File: src/hw/rtl/wsfr_pkg.sv
// ----------------------------------------------------------------------------
// WebSocket frame receiver package
// Shared widths, constants, result codes and the result struct.
// ----------------------------------------------------------------------------
package wsfr_pkg;

  // Width of the message length register (range 16 to 64)
  localparam int unsigned LengthBits = 64;
  localparam int unsigned ByteW      = 8;
  localparam int unsigned CfgW       = 32;

  // Header field values
  localparam logic [3:0] OPCODE_TEXT = 4'h1;
  localparam logic [6:0] LEN7_EXT16  = 7'd126;
  localparam logic [6:0] LEN7_EXT64  = 7'd127;
  localparam logic [3:0] EXT16_BYTES = 4'd2;
  localparam logic [3:0] EXT64_BYTES = 4'd8;

  // Reset value of the maximum length register
  localparam logic [CfgW-1:0] MAX_LENGTH_RESET = 32'd65536;

  typedef enum logic [1:0] {
    KIND_DATA  = 2'd0,
    KIND_EMPTY = 2'd1,
    KIND_ERROR = 2'd2
  } kind_e;

  typedef enum logic [1:0] {
    ERR_NONE     = 2'd0,
    ERR_UNMASKED = 2'd1,
    ERR_TYPE     = 2'd2,
    ERR_TOO_BIG  = 2'd3
  } error_e;

  typedef struct packed {
    kind_e            kind;
    logic [ByteW-1:0] data_byte;
    logic             last;
    error_e           err_code;
  } result_t;

endpackage

File: src/hw/rtl/wsfr_in_stage.sv
// ----------------------------------------------------------------------------
// WebSocket frame receiver input stage
// Registers one received byte; refills in the cycle the byte moves on.
// ----------------------------------------------------------------------------
module wsfr_in_stage (
  input  logic                       clk_i,
  input  logic                       rst_ni,
  input  logic                       in_valid_i,
  output logic                       in_ready_o,
  input  logic [wsfr_pkg::ByteW-1:0] byte_i,
  input  logic                       advance_i,
  output logic                       valid_o,
  output logic [wsfr_pkg::ByteW-1:0] byte_o
);

  logic                       valid_q, valid_d;
  logic [wsfr_pkg::ByteW-1:0] byte_q;

  // Free, or emptying this cycle
  assign in_ready_o = !valid_q || advance_i;

  always_comb begin
    valid_d = valid_q;
    if (in_ready_o) begin
      valid_d = in_valid_i;
    end
  end

  always_ff @(posedge clk_i or negedge rst_ni) begin
    if (!rst_ni) begin
      valid_q <= 1'b0;
    end else begin
      valid_q <= valid_d;
    end
  end

  // Payload register, no reset
  always_ff @(posedge clk_i) begin
    if (in_ready_o && in_valid_i) begin
      byte_q <= byte_i;
    end
  end

  assign valid_o = valid_q;
  assign byte_o  = byte_q;

endmodule

File: src/hw/rtl/wsfr_parser.sv
// ----------------------------------------------------------------------------
// WebSocket frame receiver parser
// Frame state machine: header, extended length, mask key, payload unmasking.
// ----------------------------------------------------------------------------
module wsfr_parser (
  input  logic                       clk_i,
  input  logic                       rst_ni,
  input  logic                       step_i,
  input  logic [wsfr_pkg::ByteW-1:0] byte_i,
  input  logic [wsfr_pkg::CfgW-1:0]  max_length_i,
  output logic                       res_valid_o,
  output wsfr_pkg::result_t          res_o
);

  localparam int unsigned LenW = wsfr_pkg::LengthBits;
  localparam int unsigned CmpW = (LenW > wsfr_pkg::CfgW) ? LenW : wsfr_pkg::CfgW;

  // Phase codes
  localparam logic [2:0] PH_HDR0    = 3'd0;
  localparam logic [2:0] PH_HDR1    = 3'd1;
  localparam logic [2:0] PH_EXTLEN  = 3'd2;
  localparam logic [2:0] PH_MASK    = 3'd3;
  localparam logic [2:0] PH_PAYLOAD = 3'd4;
  localparam logic [2:0] PH_DEAD    = 3'd5;

  logic [2:0]      phase_q, phase_d;
  logic [3:0]      frame_type_q, frame_type_d;
  logic [3:0]      ext_left_q, ext_left_d;
  logic [LenW-1:0] msg_len_q, msg_len_d;
  logic [LenW-1:0] remaining_q, remaining_d;
  logic [1:0]      byte_idx_q, byte_idx_d;
  logic [31:0]     mask_key_q, mask_key_d;
  logic [1:0]      mask_count_q, mask_count_d;
  logic            len_ovf_q, len_ovf_d;

  logic [LenW-1:0] chk_len;
  logic            chk_ovf;
  logic            too_big;
  logic [LenW-1:0] shifted_len;
  logic [6:0]      len7;
  logic [7:0]      key_byte;

  // Length limit check on the length being completed
  assign too_big = chk_ovf || (CmpW'(chk_len) > CmpW'(max_length_i));

  assign shifted_len = {msg_len_q[LenW-9:0], byte_i};
  assign len7        = byte_i[6:0];

  // Mask byte for this payload position, first key byte in the top bits
  always_comb begin
    unique case (byte_idx_q)
      2'd0:    key_byte = mask_key_q[31:24];
      2'd1:    key_byte = mask_key_q[23:16];
      2'd2:    key_byte = mask_key_q[15:8];
      default: key_byte = mask_key_q[7:0];
    endcase
  end

  // Next state and result
  always_comb begin
    phase_d      = phase_q;
    frame_type_d = frame_type_q;
    ext_left_d   = ext_left_q;
    msg_len_d    = msg_len_q;
    remaining_d  = remaining_q;
    byte_idx_d   = byte_idx_q;
    mask_key_d   = mask_key_q;
    mask_count_d = mask_count_q;
    len_ovf_d    = len_ovf_q;
    chk_len      = msg_len_q;
    chk_ovf      = len_ovf_q;
    res_valid_o  = 1'b0;
    res_o        = '{kind: wsfr_pkg::KIND_DATA, data_byte: '0, last: 1'b0,
                     err_code: wsfr_pkg::ERR_NONE};

    if (step_i) begin
      unique case (phase_q)
        PH_HDR0: begin
          frame_type_d = byte_i[3:0];
          phase_d      = PH_HDR1;
        end
        PH_HDR1: begin
          chk_len = LenW'(len7);
          chk_ovf = 1'b0;
          if (!byte_i[7]) begin
            phase_d        = PH_DEAD;
            res_valid_o    = 1'b1;
            res_o.kind     = wsfr_pkg::KIND_ERROR;
            res_o.err_code = wsfr_pkg::ERR_UNMASKED;
          end else if (frame_type_q != wsfr_pkg::OPCODE_TEXT) begin
            phase_d        = PH_DEAD;
            res_valid_o    = 1'b1;
            res_o.kind     = wsfr_pkg::KIND_ERROR;
            res_o.err_code = wsfr_pkg::ERR_TYPE;
          end else if (len7 == wsfr_pkg::LEN7_EXT16 || len7 == wsfr_pkg::LEN7_EXT64) begin
            len_ovf_d  = 1'b0;
            msg_len_d  = '0;
            ext_left_d = (len7 == wsfr_pkg::LEN7_EXT16) ? wsfr_pkg::EXT16_BYTES
                                                         : wsfr_pkg::EXT64_BYTES;
            phase_d    = PH_EXTLEN;
          end else begin
            len_ovf_d = 1'b0;
            msg_len_d = LenW'(len7);
            if (too_big) begin
              phase_d        = PH_DEAD;
              res_valid_o    = 1'b1;
              res_o.kind     = wsfr_pkg::KIND_ERROR;
              res_o.err_code = wsfr_pkg::ERR_TOO_BIG;
            end else begin
              mask_count_d = 2'd0;
              phase_d      = PH_MASK;
            end
          end
        end
        PH_EXTLEN: begin
          // Any bit pushed out of the length register marks the message too big
          len_ovf_d  = len_ovf_q || (msg_len_q[LenW-1 -: 8] != 8'd0);
          msg_len_d  = shifted_len;
          ext_left_d = ext_left_q - 4'd1;
          chk_len    = shifted_len;
          chk_ovf    = len_ovf_d;
          if (ext_left_d == 4'd0) begin
            if (too_big) begin
              phase_d        = PH_DEAD;
              res_valid_o    = 1'b1;
              res_o.kind     = wsfr_pkg::KIND_ERROR;
              res_o.err_code = wsfr_pkg::ERR_TOO_BIG;
            end else begin
              mask_count_d = 2'd0;
              phase_d      = PH_MASK;
            end
          end
        end
        PH_MASK: begin
          mask_key_d   = {mask_key_q[23:0], byte_i};
          mask_count_d = mask_count_q + 2'd1;
          if (mask_count_d == 2'd0) begin
            byte_idx_d  = 2'd0;
            remaining_d = msg_len_q;
            if (msg_len_q == '0) begin
              phase_d     = PH_HDR0;
              res_valid_o = 1'b1;
              res_o.kind  = wsfr_pkg::KIND_EMPTY;
            end else begin
              phase_d = PH_PAYLOAD;
            end
          end
        end
        PH_PAYLOAD: begin
          byte_idx_d      = byte_idx_q + 2'd1;
          remaining_d     = remaining_q - LenW'(1);
          res_valid_o     = 1'b1;
          res_o.kind      = wsfr_pkg::KIND_DATA;
          res_o.data_byte = byte_i ^ key_byte;
          // Last byte when at most one remains
          res_o.last      = (remaining_q[LenW-1:1] == '0);
          if (res_o.last) begin
            phase_d = PH_HDR0;
          end
        end
        default: begin
          // Closed after an error: bytes are dropped
          phase_d = PH_DEAD;
        end
      endcase
    end
  end

  always_ff @(posedge clk_i or negedge rst_ni) begin
    if (!rst_ni) begin
      phase_q      <= PH_HDR0;
      frame_type_q <= '0;
      ext_left_q   <= '0;
      msg_len_q    <= '0;
      remaining_q  <= '0;
      byte_idx_q   <= '0;
      mask_key_q   <= '0;
      mask_count_q <= '0;
      len_ovf_q    <= 1'b0;
    end else begin
      phase_q      <= phase_d;
      frame_type_q <= frame_type_d;
      ext_left_q   <= ext_left_d;
      msg_len_q    <= msg_len_d;
      remaining_q  <= remaining_d;
      byte_idx_q   <= byte_idx_d;
      mask_key_q   <= mask_key_d;
      mask_count_q <= mask_count_d;
      len_ovf_q    <= len_ovf_d;
    end
  end

endmodule

File: src/hw/rtl/wsfr_out_stage.sv
// ----------------------------------------------------------------------------
// WebSocket frame receiver output stage
// Result register; takes a new result in the cycle the old one is taken.
// ----------------------------------------------------------------------------
module wsfr_out_stage (
  input  logic              clk_i,
  input  logic              rst_ni,
  input  logic              load_i,
  input  logic              res_valid_i,
  input  wsfr_pkg::result_t res_i,
  output logic              can_load_o,
  output logic              out_valid_o,
  input  logic              out_ready_i,
  output wsfr_pkg::result_t res_o
);

  logic              valid_q, valid_d;
  wsfr_pkg::result_t res_q;

  assign can_load_o = !valid_q || out_ready_i;

  always_comb begin
    valid_d = valid_q;
    if (can_load_o) begin
      valid_d = load_i && res_valid_i;
    end
  end

  always_ff @(posedge clk_i or negedge rst_ni) begin
    if (!rst_ni) begin
      valid_q <= 1'b0;
    end else begin
      valid_q <= valid_d;
    end
  end

  // Payload register, no reset
  always_ff @(posedge clk_i) begin
    if (can_load_o && load_i && res_valid_i) begin
      res_q <= res_i;
    end
  end

  assign out_valid_o = valid_q;
  assign res_o       = res_q;

endmodule

File: src/hw/rtl/websocket_frame_receiver.sv
// A byte accepted is held in the input register; the parser decodes it combinationally,
// and its result is registered in the output register once that register can take it.
// Throughput: one byte per cycle; every byte, with or without a result, waits while
// a result is held in the stalled output register.
// Reset: asynchronous, active low; parser to first header byte, both stages empty,
// max_length to 65536. After an error, bytes are taken and dropped until reset.
// ----------------------------------------------------------------------------
// WebSocket frame receiver
// Client-to-server deframer: checks header, length and mask, unmasks payload.
// ----------------------------------------------------------------------------
module websocket_frame_receiver (
  input  logic                       clk_i,
  input  logic                       rst_ni,
  // Configuration write channel
  input  logic                       cfg_valid_i,
  output logic                       cfg_ready_o,
  input  logic [wsfr_pkg::CfgW-1:0]  max_length_i,
  // Byte input channel
  input  logic                       in_valid_i,
  output logic                       in_ready_o,
  input  logic [wsfr_pkg::ByteW-1:0] byte_in_i,
  // Result channel
  output logic                       out_valid_o,
  input  logic                       out_ready_i,
  output logic [1:0]                 kind_o,
  output logic [wsfr_pkg::ByteW-1:0] data_byte_o,
  output logic                       last_o,
  output logic [1:0]                 err_code_o
);

  logic [wsfr_pkg::CfgW-1:0]  max_length_q;
  logic                       s_valid;
  logic [wsfr_pkg::ByteW-1:0] s_byte;
  logic                       advance;
  logic                       can_load;
  logic                       res_valid;
  wsfr_pkg::result_t          res;
  wsfr_pkg::result_t          out_res;

  // Configuration register, every transaction taken at once
  assign cfg_ready_o = 1'b1;

  always_ff @(posedge clk_i or negedge rst_ni) begin
    if (!rst_ni) begin
      max_length_q <= wsfr_pkg::MAX_LENGTH_RESET;
    end else if (cfg_valid_i) begin
      max_length_q <= max_length_i;
    end
  end

  // Byte moves on when the result register can take its result
  assign advance = s_valid && can_load;

  wsfr_in_stage u_in_stage (
    .clk_i      (clk_i),
    .rst_ni     (rst_ni),
    .in_valid_i (in_valid_i),
    .in_ready_o (in_ready_o),
    .byte_i     (byte_in_i),
    .advance_i  (advance),
    .valid_o    (s_valid),
    .byte_o     (s_byte)
  );

  wsfr_parser u_parser (
    .clk_i        (clk_i),
    .rst_ni       (rst_ni),
    .step_i       (advance),
    .byte_i       (s_byte),
    .max_length_i (max_length_q),
    .res_valid_o  (res_valid),
    .res_o        (res)
  );

  wsfr_out_stage u_out_stage (
    .clk_i       (clk_i),
    .rst_ni      (rst_ni),
    .load_i      (advance),
    .res_valid_i (res_valid),
    .res_i       (res),
    .can_load_o  (can_load),
    .out_valid_o (out_valid_o),
    .out_ready_i (out_ready_i),
    .res_o       (out_res)
  );

  assign kind_o      = out_res.kind;
  assign data_byte_o = out_res.data_byte;
  assign last_o      = out_res.last;
  assign err_code_o  = out_res.err_code;

endmodule

File: config.mk
export PLATFORM = sky130hd
export DESIGN_NAME = websocket_frame_receiver
export DESIGN_NICKNAME = d
export VERILOG_FILES = /design/src/hw/rtl/wsfr_pkg.sv /design/src/hw/rtl/wsfr_in_stage.sv /design/src/hw/rtl/wsfr_parser.sv /design/src/hw/rtl/wsfr_out_stage.sv /design/src/hw/rtl/websocket_frame_receiver.sv
export SDC_FILE = /design/constraint.sdc
export NUM_CORES = 1
export LEC_CHECK = 0
export ABC_AREA = 1
export ABC_CLOCK_PERIOD_IN_PS = 5050
export CAP_MARGIN = 0
export CORE_AREA = 2 2 159 316
export CTS_CLUSTER_DIAMETER = 200
export DETAILED_ROUTE_END_ITERATION = 8
export DIE_AREA = 0 0 161 318
export DONT_BUFFER_PORTS = 1
export PLACE_DENSITY = 0.42
export REMOVE_ABC_BUFFERS = 1
export SYNTH_ARGS = -nofsm -noshare
export SYNTH_HDL_FRONTEND = slang
export SYNTH_SLANG_ARGS = --single-unit
File: constraint.sdc
create_clock -name clk_i -period 5.05 [get_ports clk_i]
set_clock_uncertainty 0.15 [all_clocks]
set_input_delay 0.505 -clock clk_i [delete_from_list [all_inputs] [get_ports clk_i]]
set_output_delay 0.505 -clock clk_i [all_outputs]
set_load 0.02 [all_outputs]
**Word-level counts from Yosys, hierarchy flattened**

Index checks and enable logic that the tools add are counted.

- ROM bits: 0
- Output and inout bits: 16
- Latch bits: 0
- RAM bits: 0
- Memories: 0
- Input bits: 45
- Register bits: 231

- $mul: 0
- Eq/ne operators: 16
- Reductions and logical operators: 30
- Shift operators: 0
- $add $sub $neg: 4
- Magnitude comparators: 1
- Multiplexer cells: 59
- Div/mod/pow operators: 0
- Bitwise gates (word level): 1

Operators by type and width:

| cell | count |
|---|---|
| 64-bit one-hot mux with 2 select lines | 3 |
| 64-bit 2-to-1 mux | 4 |
| 64-bit by 32-bit greater-than comparator with 1-bit output | 1 |
| 64-bit logical NOT | 1 |
| 64-bit by 1-bit subtractor with 64-bit output (second input constant) | 1 |
| 63-bit logical NOT | 1 |
| 2-bit 2-to-1 mux | 17 |
| 3-bit 2-to-1 mux | 8 |
| 8-bit one-hot mux with 3 select lines | 1 |
| 4-bit 2-to-1 mux | 4 |
| 3-bit one-hot mux with 5 select lines | 1 |
| 7-bit == test (second input constant) | 2 |
| 1-bit 2-to-1 mux | 12 |
| 2-bit one-hot mux with 3 select lines | 2 |
| 2-bit by 1-bit inequality test with 1-bit output (second input constant) | 4 |
| 2-bit one-hot mux with 2 select lines | 2 |
| 4-bit one-hot mux with 2 select lines | 1 |
| 4-bit AND reduction | 2 |
| 8-bit nonzero test | 1 |
| 8-bit bitwise XOR | 1 |
| 7-bit 2-to-1 mux | 1 |
| 3-bit by 2-bit == test with 1-bit output (second input constant) | 2 |
| 2-bit inequality test (second input constant) | 3 |
| 2-bit AND reduction | 3 |
| other kinds (20) | 33 |

**Longest topological paths before layout**

- Depth after elaboration: 13
- Mapped depth: 26

**Modules after synthesis**

A second synthesis with hierarchy kept.

- Cell total of the unflattened synthesis: 1,721
- Area total of the unflattened synthesis: 13,115.1 sq um

Modules (own cells, without submodules):

| module | instances | cells an instance | area each (sq um) | seq. area each (sq um) |
|---|---|---|---|---|
| wsfr_parser | 1 | 1,548 | 11,081.9 | 4,404.2 |
| websocket_frame_receiver | 1 | 140 | 1,312.5 | 802.0 |
| wsfr_out_stage | 1 | 19 | 435.4 | 415.4 |
| wsfr_in_stage | 1 | 14 | 285.3 | 265.3 |

**Worst setup path before layout**

OpenSTA, ideal clock, no wires.

- Path kind: input-to-reg
- Start: input out_ready_i
- End: register u_out_stage.res_q, in the netlist u_out_stage.res_o[0] (enable)
- Buffers on the path: 2
- Arrival time: 3,180 ps
- Stages: 21
- Data required time: 4,544 ps
- Library setup time: 356 ps
- Path slack: 1,364 ps
- Cells stage by stage: inv_1 -> nand2_1 -> nand2_1 -> inv_1 -> clkbuf_1 -> buf_1 -> nand3_1 -> o21ai_0 -> ha_1 -> nand2_1 -> nor2_1 -> nand4_1 -> nor3b_1 -> nand2_1 -> nand2_1 -> nand2_1 -> nand2_2 -> nand3_2 -> nand3_1 -> nand2_1 -> nand2_1

- Word-level cells in the longest chain between the ends: 12
- Elaborated cells on any way between the ends: 15
- Classes of those cells: 1 x order compare; 9 x mux; 5 x reduce/logical

RTL lines:

| what | line | RTL |
|---|---|---|
| from (decl) | websocket_frame_receiver.sv:24 | `input logic out_ready_i,` |
| 1-bit logical OR * | wsfr_out_stage.sv:20 | `assign can_load_o = !valid_q \|\| out_ready_i;` |
| 1-bit logical AND | websocket_frame_receiver.sv:52 | `assign advance = s_valid && can_load;` |
| 64-bit 2-to-1 mux | wsfr_parser.sv:76 | `if (step_i) begin` |
| 64-bit by 32-bit greater-than comparator with 1-bit output | wsfr_parser.sv:44 | `assign too_big = chk_ovf \|\| (CmpW'(chk_len) > CmpW'(max_length_i));` |
| 1-bit logical OR | wsfr_parser.sv:44 |  |
| 1-bit 2-to-1 mux | wsfr_parser.sv:104, wsfr_parser.sv:123 |  |
| 1-bit 2-to-1 mux | wsfr_parser.sv:95 | `end else if (len7 == wsfr_pkg::LEN7_EXT16 \|\| len7 == wsfr_pkg::LEN7_EXT64) begin` |
| 1-bit 2-to-1 mux | wsfr_parser.sv:90 | `end else if (frame_type_q != wsfr_pkg::OPCODE_TEXT) begin` |
| 1-bit 2-to-1 mux | wsfr_parser.sv:85 | `if (!byte_i[7]) begin` |
| 1-bit one-hot mux with 4 select lines | wsfr_parser.sv:77 | `unique case (phase_q)` |
| 1-bit 2-to-1 mux | wsfr_parser.sv:76 |  |
| 1-bit logical AND * | wsfr_out_stage.sv:39 | `if (can_load_o && load_i && res_valid_i) begin` |
| to (signal assigned) | wsfr_out_stage.sv:40 | `res_q <= res_i;` |
| to (decl) | wsfr_out_stage.sv:18 | `wsfr_pkg::result_t res_q;` |

Every way passes the cells marked *; elsewhere a longest branch is shown, timed or not.
A chain may end at the register's enable or synchronous reset.

**Worst setup path after layout**

- Start: register u_parser.phase_q[2]
- End: register u_out_stage.res_q, in the netlist u_out_stage.res_o[7] (enable)

- Word-level cells in the longest chain between the ends: 12
- Elaborated cells on any way between the ends: 18
- Classes of those cells: 1 x order compare; 4 x eq/ne; 11 x mux; 2 x reduce/logical

RTL lines:

| what | line | RTL |
|---|---|---|
| from (decl) | wsfr_parser.sv:26 | `logic [2:0] phase_q, phase_d;` |
| from (signal assigned) | wsfr_parser.sv:181 | `phase_q <= phase_d;` |
| 3-bit by 2-bit == test with 1-bit output / 3-bit by 1-bit == test with 1-bit output (equally long branches) | wsfr_parser.sv:77 |  |
| 64-bit one-hot mux with 2 select lines | wsfr_parser.sv:77 |  |
| 64-bit 2-to-1 mux | wsfr_parser.sv:76 |  |
| 64-bit by 32-bit greater-than comparator with 1-bit output | wsfr_parser.sv:44 |  |
| 1-bit logical OR | wsfr_parser.sv:44 |  |
| 1-bit 2-to-1 mux | wsfr_parser.sv:104, wsfr_parser.sv:123 |  |
| 1-bit 2-to-1 mux | wsfr_parser.sv:95 |  |
| 1-bit 2-to-1 mux | wsfr_parser.sv:90 |  |
| 1-bit 2-to-1 mux | wsfr_parser.sv:85 |  |
| 1-bit one-hot mux with 4 select lines * | wsfr_parser.sv:77 |  |
| 1-bit 2-to-1 mux * | wsfr_parser.sv:76 |  |
| 1-bit logical AND * | wsfr_out_stage.sv:39 |  |

Marked as above.

==> results.sh <==
export IMPL_status="complete, but fails checks"
export IMPL_violations="hold timing"
export IMPL_cts_made_buffers=26
export IMPL_port_buffers=0
export IMPL_drc=0
export IMPL_worstSkewPairLatency_ps=550
export IMPL_io_pins=61
export IMPL_coreArea_um2=48920
export IMPL_period_share_pct=85.99
export IMPL_grt_use_met2_pct=27.79
export IMPL_syn_area_um2=13040
export IMPL_drive_gt1_share_pct=5.845
export IMPL_drt_antenna_violating_nets=0
export IMPL_met3_usage_pct=1.761
export IMPL_slew_violations=0
export IMPL_avgViaCountPerCell=4.679
export IMPL_maxSlewHeadroom_pct=39.39
export IMPL_die_h_um=318
export IMPL_leakagePower_nw=6.772
export IMPL_grt_max_degree=211
export IMPL_fin_util_pct=30.60
export IMPL_rsz0062_at_grt="false"
export IMPL_postCtsSetupBuffers=0
export IMPL_cts_htree_levels=1
export IMPL_routed_wl_mm=41.19
export IMPL_worstPathMaxFanout=22
export IMPL_timing_fmax_ghz=0.2303
export IMPL_antenna_cells=0
export IMPL_setup_worst_path_class="reg2reg"
export IMPL_critPathLaunchType="register"
export IMPL_gr_max_usage_layer="met2"
export IMPL_maxCapViolCount=0
export IMPL_finalSetupViolCount=0
export IMPL_drt_initial_drc_count=792
export IMPL_cts_root_buf="clkbuf_16"
export IMPL_grtUsageMet1_pct=22.03
export IMPL_num_fill_cells=5298
export IMPL_antenna_found_initial=0
export IMPL_ys_seq_elements=231
export IMPL_powerDensity_nw_per_um2=534.2
export IMPL_synth_largest_area_cell="dfrtp_1"
export IMPL_arrival_ps=4360
export IMPL_place_congestion=0.7793
export IMPL_synthMostInstantiatedCell="nand2_1"
export IMPL_dominantRegCellSynth="dfrtp_1"
export IMPL_die_area_um2=51200
export IMPL_cts_resized=0
export IMPL_holdBufCountCts=41
export IMPL_finalHoldViolations=209
export IMPL_grt_pass1_wl_mm=66.03
export IMPL_synthArstFlopShare_pct=90.91
export IMPL_die_w_um=161
export IMPL_peakVddDrop_v=0.0002750
export IMPL_clock_path_buffers=3
export IMPL_cp_top_family="simple AND/OR/NAND/NOR gates"
export IMPL_overflow=0
export IMPL_grt_use_total_pct=16.29
export IMPL_core_rowCount=115
export IMPL_finalNetCount=1794
export IMPL_hold_path_class="in2async"
export IMPL_crit_path_end_kind="register"
export IMPL_critPathMostFrequentCell="nand2_1"
export IMPL_clock_sinks=231
export IMPL_synth_top_cells_by_area="dfrtp_1 (40%), o21ai_0 (10%), nand2_1 (8.4%), inv_1 (6.7%), nor2_1 (5.1%)"
export IMPL_wl_per_cell_um=17.37
export IMPL_synth_seq_area_share_pct=45.14
export IMPL_cts_tree="yes"
export IMPL_syn_avg_cell_area_um2=7.702
export IMPL_crit_chain="nor2_1, nand2_4, nand2_1, nand2_2, clkinv_1, buf_4, o21ai_0, ha_1, nand2_1, nor2_1, nor3b_1, nand2_1, nand2_1, nand2_1, nand2_2, nand3_2, nand3_1, nand2_1, nand2_1"
export IMPL_cpPeakStageDelay_ps=470
export IMPL_syn_to_final_growth_pct=14.80
export IMPL_holdWs_ps=-484.3
export IMPL_crit_required_ps=5070
export IMPL_critPathBufInv=2
export IMPL_path_clk_slew_ps=70
export IMPL_yosysWarnings=0
export IMPL_min_period_ps=4343
export IMPL_vias=11094
export IMPL_synth_top_cell_area_share_pct=40.11
export IMPL_postSynthCellCount=1693
export IMPL_worstMarginPinSlew_ps=903.6
export IMPL_synth_edf_count=21
export IMPL_synth_common_cells="nand2_1 (293), o21ai_0 (272), inv_1 (233), dfrtp_1 (209), nor2_1 (177)"
export IMPL_grt_pass1_vias=11102
export IMPL_start_util_pct=26.65
export IMPL_dr_pass1_iters=5
export IMPL_dpl_hpwl_mm=29.72
export IMPL_yosysUniqueCellTypes=49
export IMPL_critical_path_slowest_cell="nand2_1"
[layout make-up]
| type | count | area, um2 | area share, % |
|---|---|---|---|
| flip-flops and latches | 231 | 5887 | 39.33 |
| inverters | 242 | 908.4 | 6.068 |
| clock inverters | 16 | 178.9 | 1.195 |
| repair buffers | 54 | 518.0 | 3.460 |
| multi-input cells | 1154 | 5962 | 39.83 |
| clock buffers | 31 | 710.7 | 4.748 |
| well taps | 643 | 804.5 | 5.374 |
[power by group]
group | internal, mW | switching (mW) | total (mW) | leakage, nW
Sequential | 2.41 | 0.567 | 2.98 | 2.85
Combinational | 0.961 | 2.05 | 3.01 | 3.48
Clock | 1.20 | 0.804 | 2.01 | 0.442
Total | 4.57 | 3.42 | 8.00 | 6.77
[stage by stage]
stage | cell area, um2 | worst slack, ps | setup TNS (ps) | total power [mW] | instances
floorplan | 12750 | -275.9 | -3835 | 4.973 | 1627
global placement | 13660 | 698.3 | 0 | 6.004 | 2283
detailed placement | 13660 | 681.6 | 0 | 6.006 | 2283
CTS | 14970 | 662.9 | 0 | 8.104 | 2371
global route | 14970 | 242.3 | 0 | 8.672 | 2371
finish | 14970 | 707.5 | 0 | 7.996 | 2371
[cells in the final DEF (no fill, tap or decap), types with 2 or more instances in the layout]
cell type / netlist / layout
nor2_1: 177 / 176
bufinv_16: 0 / 4
a22oi_1: 6 / 6
nand3_1: 87 / 87
a2bb2oi_1: 2 / 2
nor3b_1: 2 / 2
inv_2: 7 / 7
nand3b_1: 3 / 3
o21a_1: 3 / 3
nand2_2: 5 / 6
nand2_1: 293 / 292
nor2_2: 6 / 6
ha_1: 40 / 40
nor2_4: 8 / 9
or2_2: 3 / 3
xor2_1: 40 / 40
o22ai_1: 16 / 16
o21ai_1: 12 / 12
o32ai_1: 3 / 3
nor4_1: 17 / 17
mux2_2: 2 / 2
nand4_1: 20 / 20
a21oi_1: 83 / 83
inv_1: 233 / 233
nand3_2: 2 / 2
o21ai_0: 272 / 272
nor3_1: 23 / 23
xnor2_1: 6 / 6
dfrtp_1: 209 / 209
buf_4: 4 / 13
dlygate4sd3_1: 0 / 40
clkinv_1: 2 / 5
edfxtp_1: 21 / 21
clkbuf_8: 0 / 2
clkinv_2: 0 / 8
clkbuf_1: 44 / 2
o211ai_1: 6 / 6
nor3_2: 4 / 4
clkbuf_16: 0 / 27
nand2_4: 3 / 3
[state kept, by name (all words and copies together) (netlist names), 2 cells and up]
register / cells
u_parser.msg_len_q: 64
u_out_stage.res_o: 13
u_parser.ext_left_q: 4
u_parser.phase_q: 3
max_length_q: 32
u_parser.mask_count_q: 2
u_parser.remaining_q: 64
u_parser.mask_key_q: 32
u_parser.frame_type_q: 4
u_in_stage.byte_o: 8
u_parser.byte_idx_q: 2
[kinds of logic after synthesis]
| kind of cell | after synthesis | synth area share [%] |
|---|---|---|
| and+or+nand+nor | 655 | 21.99 |
| other | 1 | 0.02876 |
| AOI/OAI and AO/OA | 410 | 16.52 |
| xor gates and xnor gates | 46 | 3.090 |
| muxes | 2 | 0.1727 |
| adders and majority gates | 40 | 3.838 |
| DFF | 231 | 45.14 |
| buffers and inverters | 308 | 9.211 |
[worst paths after layout]
path,startpoint,slack [ps],cells after the start,endpoint
min reg2reg,u_parser.mask_count_q[0],330,1,u_parser.mask_count_q[0]
min,rst_ni,-480,0,u_parser.remaining_q[59]
min in group clk_i,in_valid_i,30,2,u_in_stage.valid_o
max reg2reg,u_parser.phase_q[2],710,19,u_out_stage.res_o[7]
max,u_parser.phase_q[2],710,19,u_out_stage.res_o[7]
max in group asynchronous,rst_ni,4570,0,u_parser.mask_key_q[15]
[per-layer routing]
layer | up-vias | routed length (um)
met5 | - | 0
met4 | 0 | 970
met3 | 49 | 1359
met2 | 195 | 20120
met1 | 5260 | 18750
li1 | 5590 | -
(Power assumes the default switching activity.)
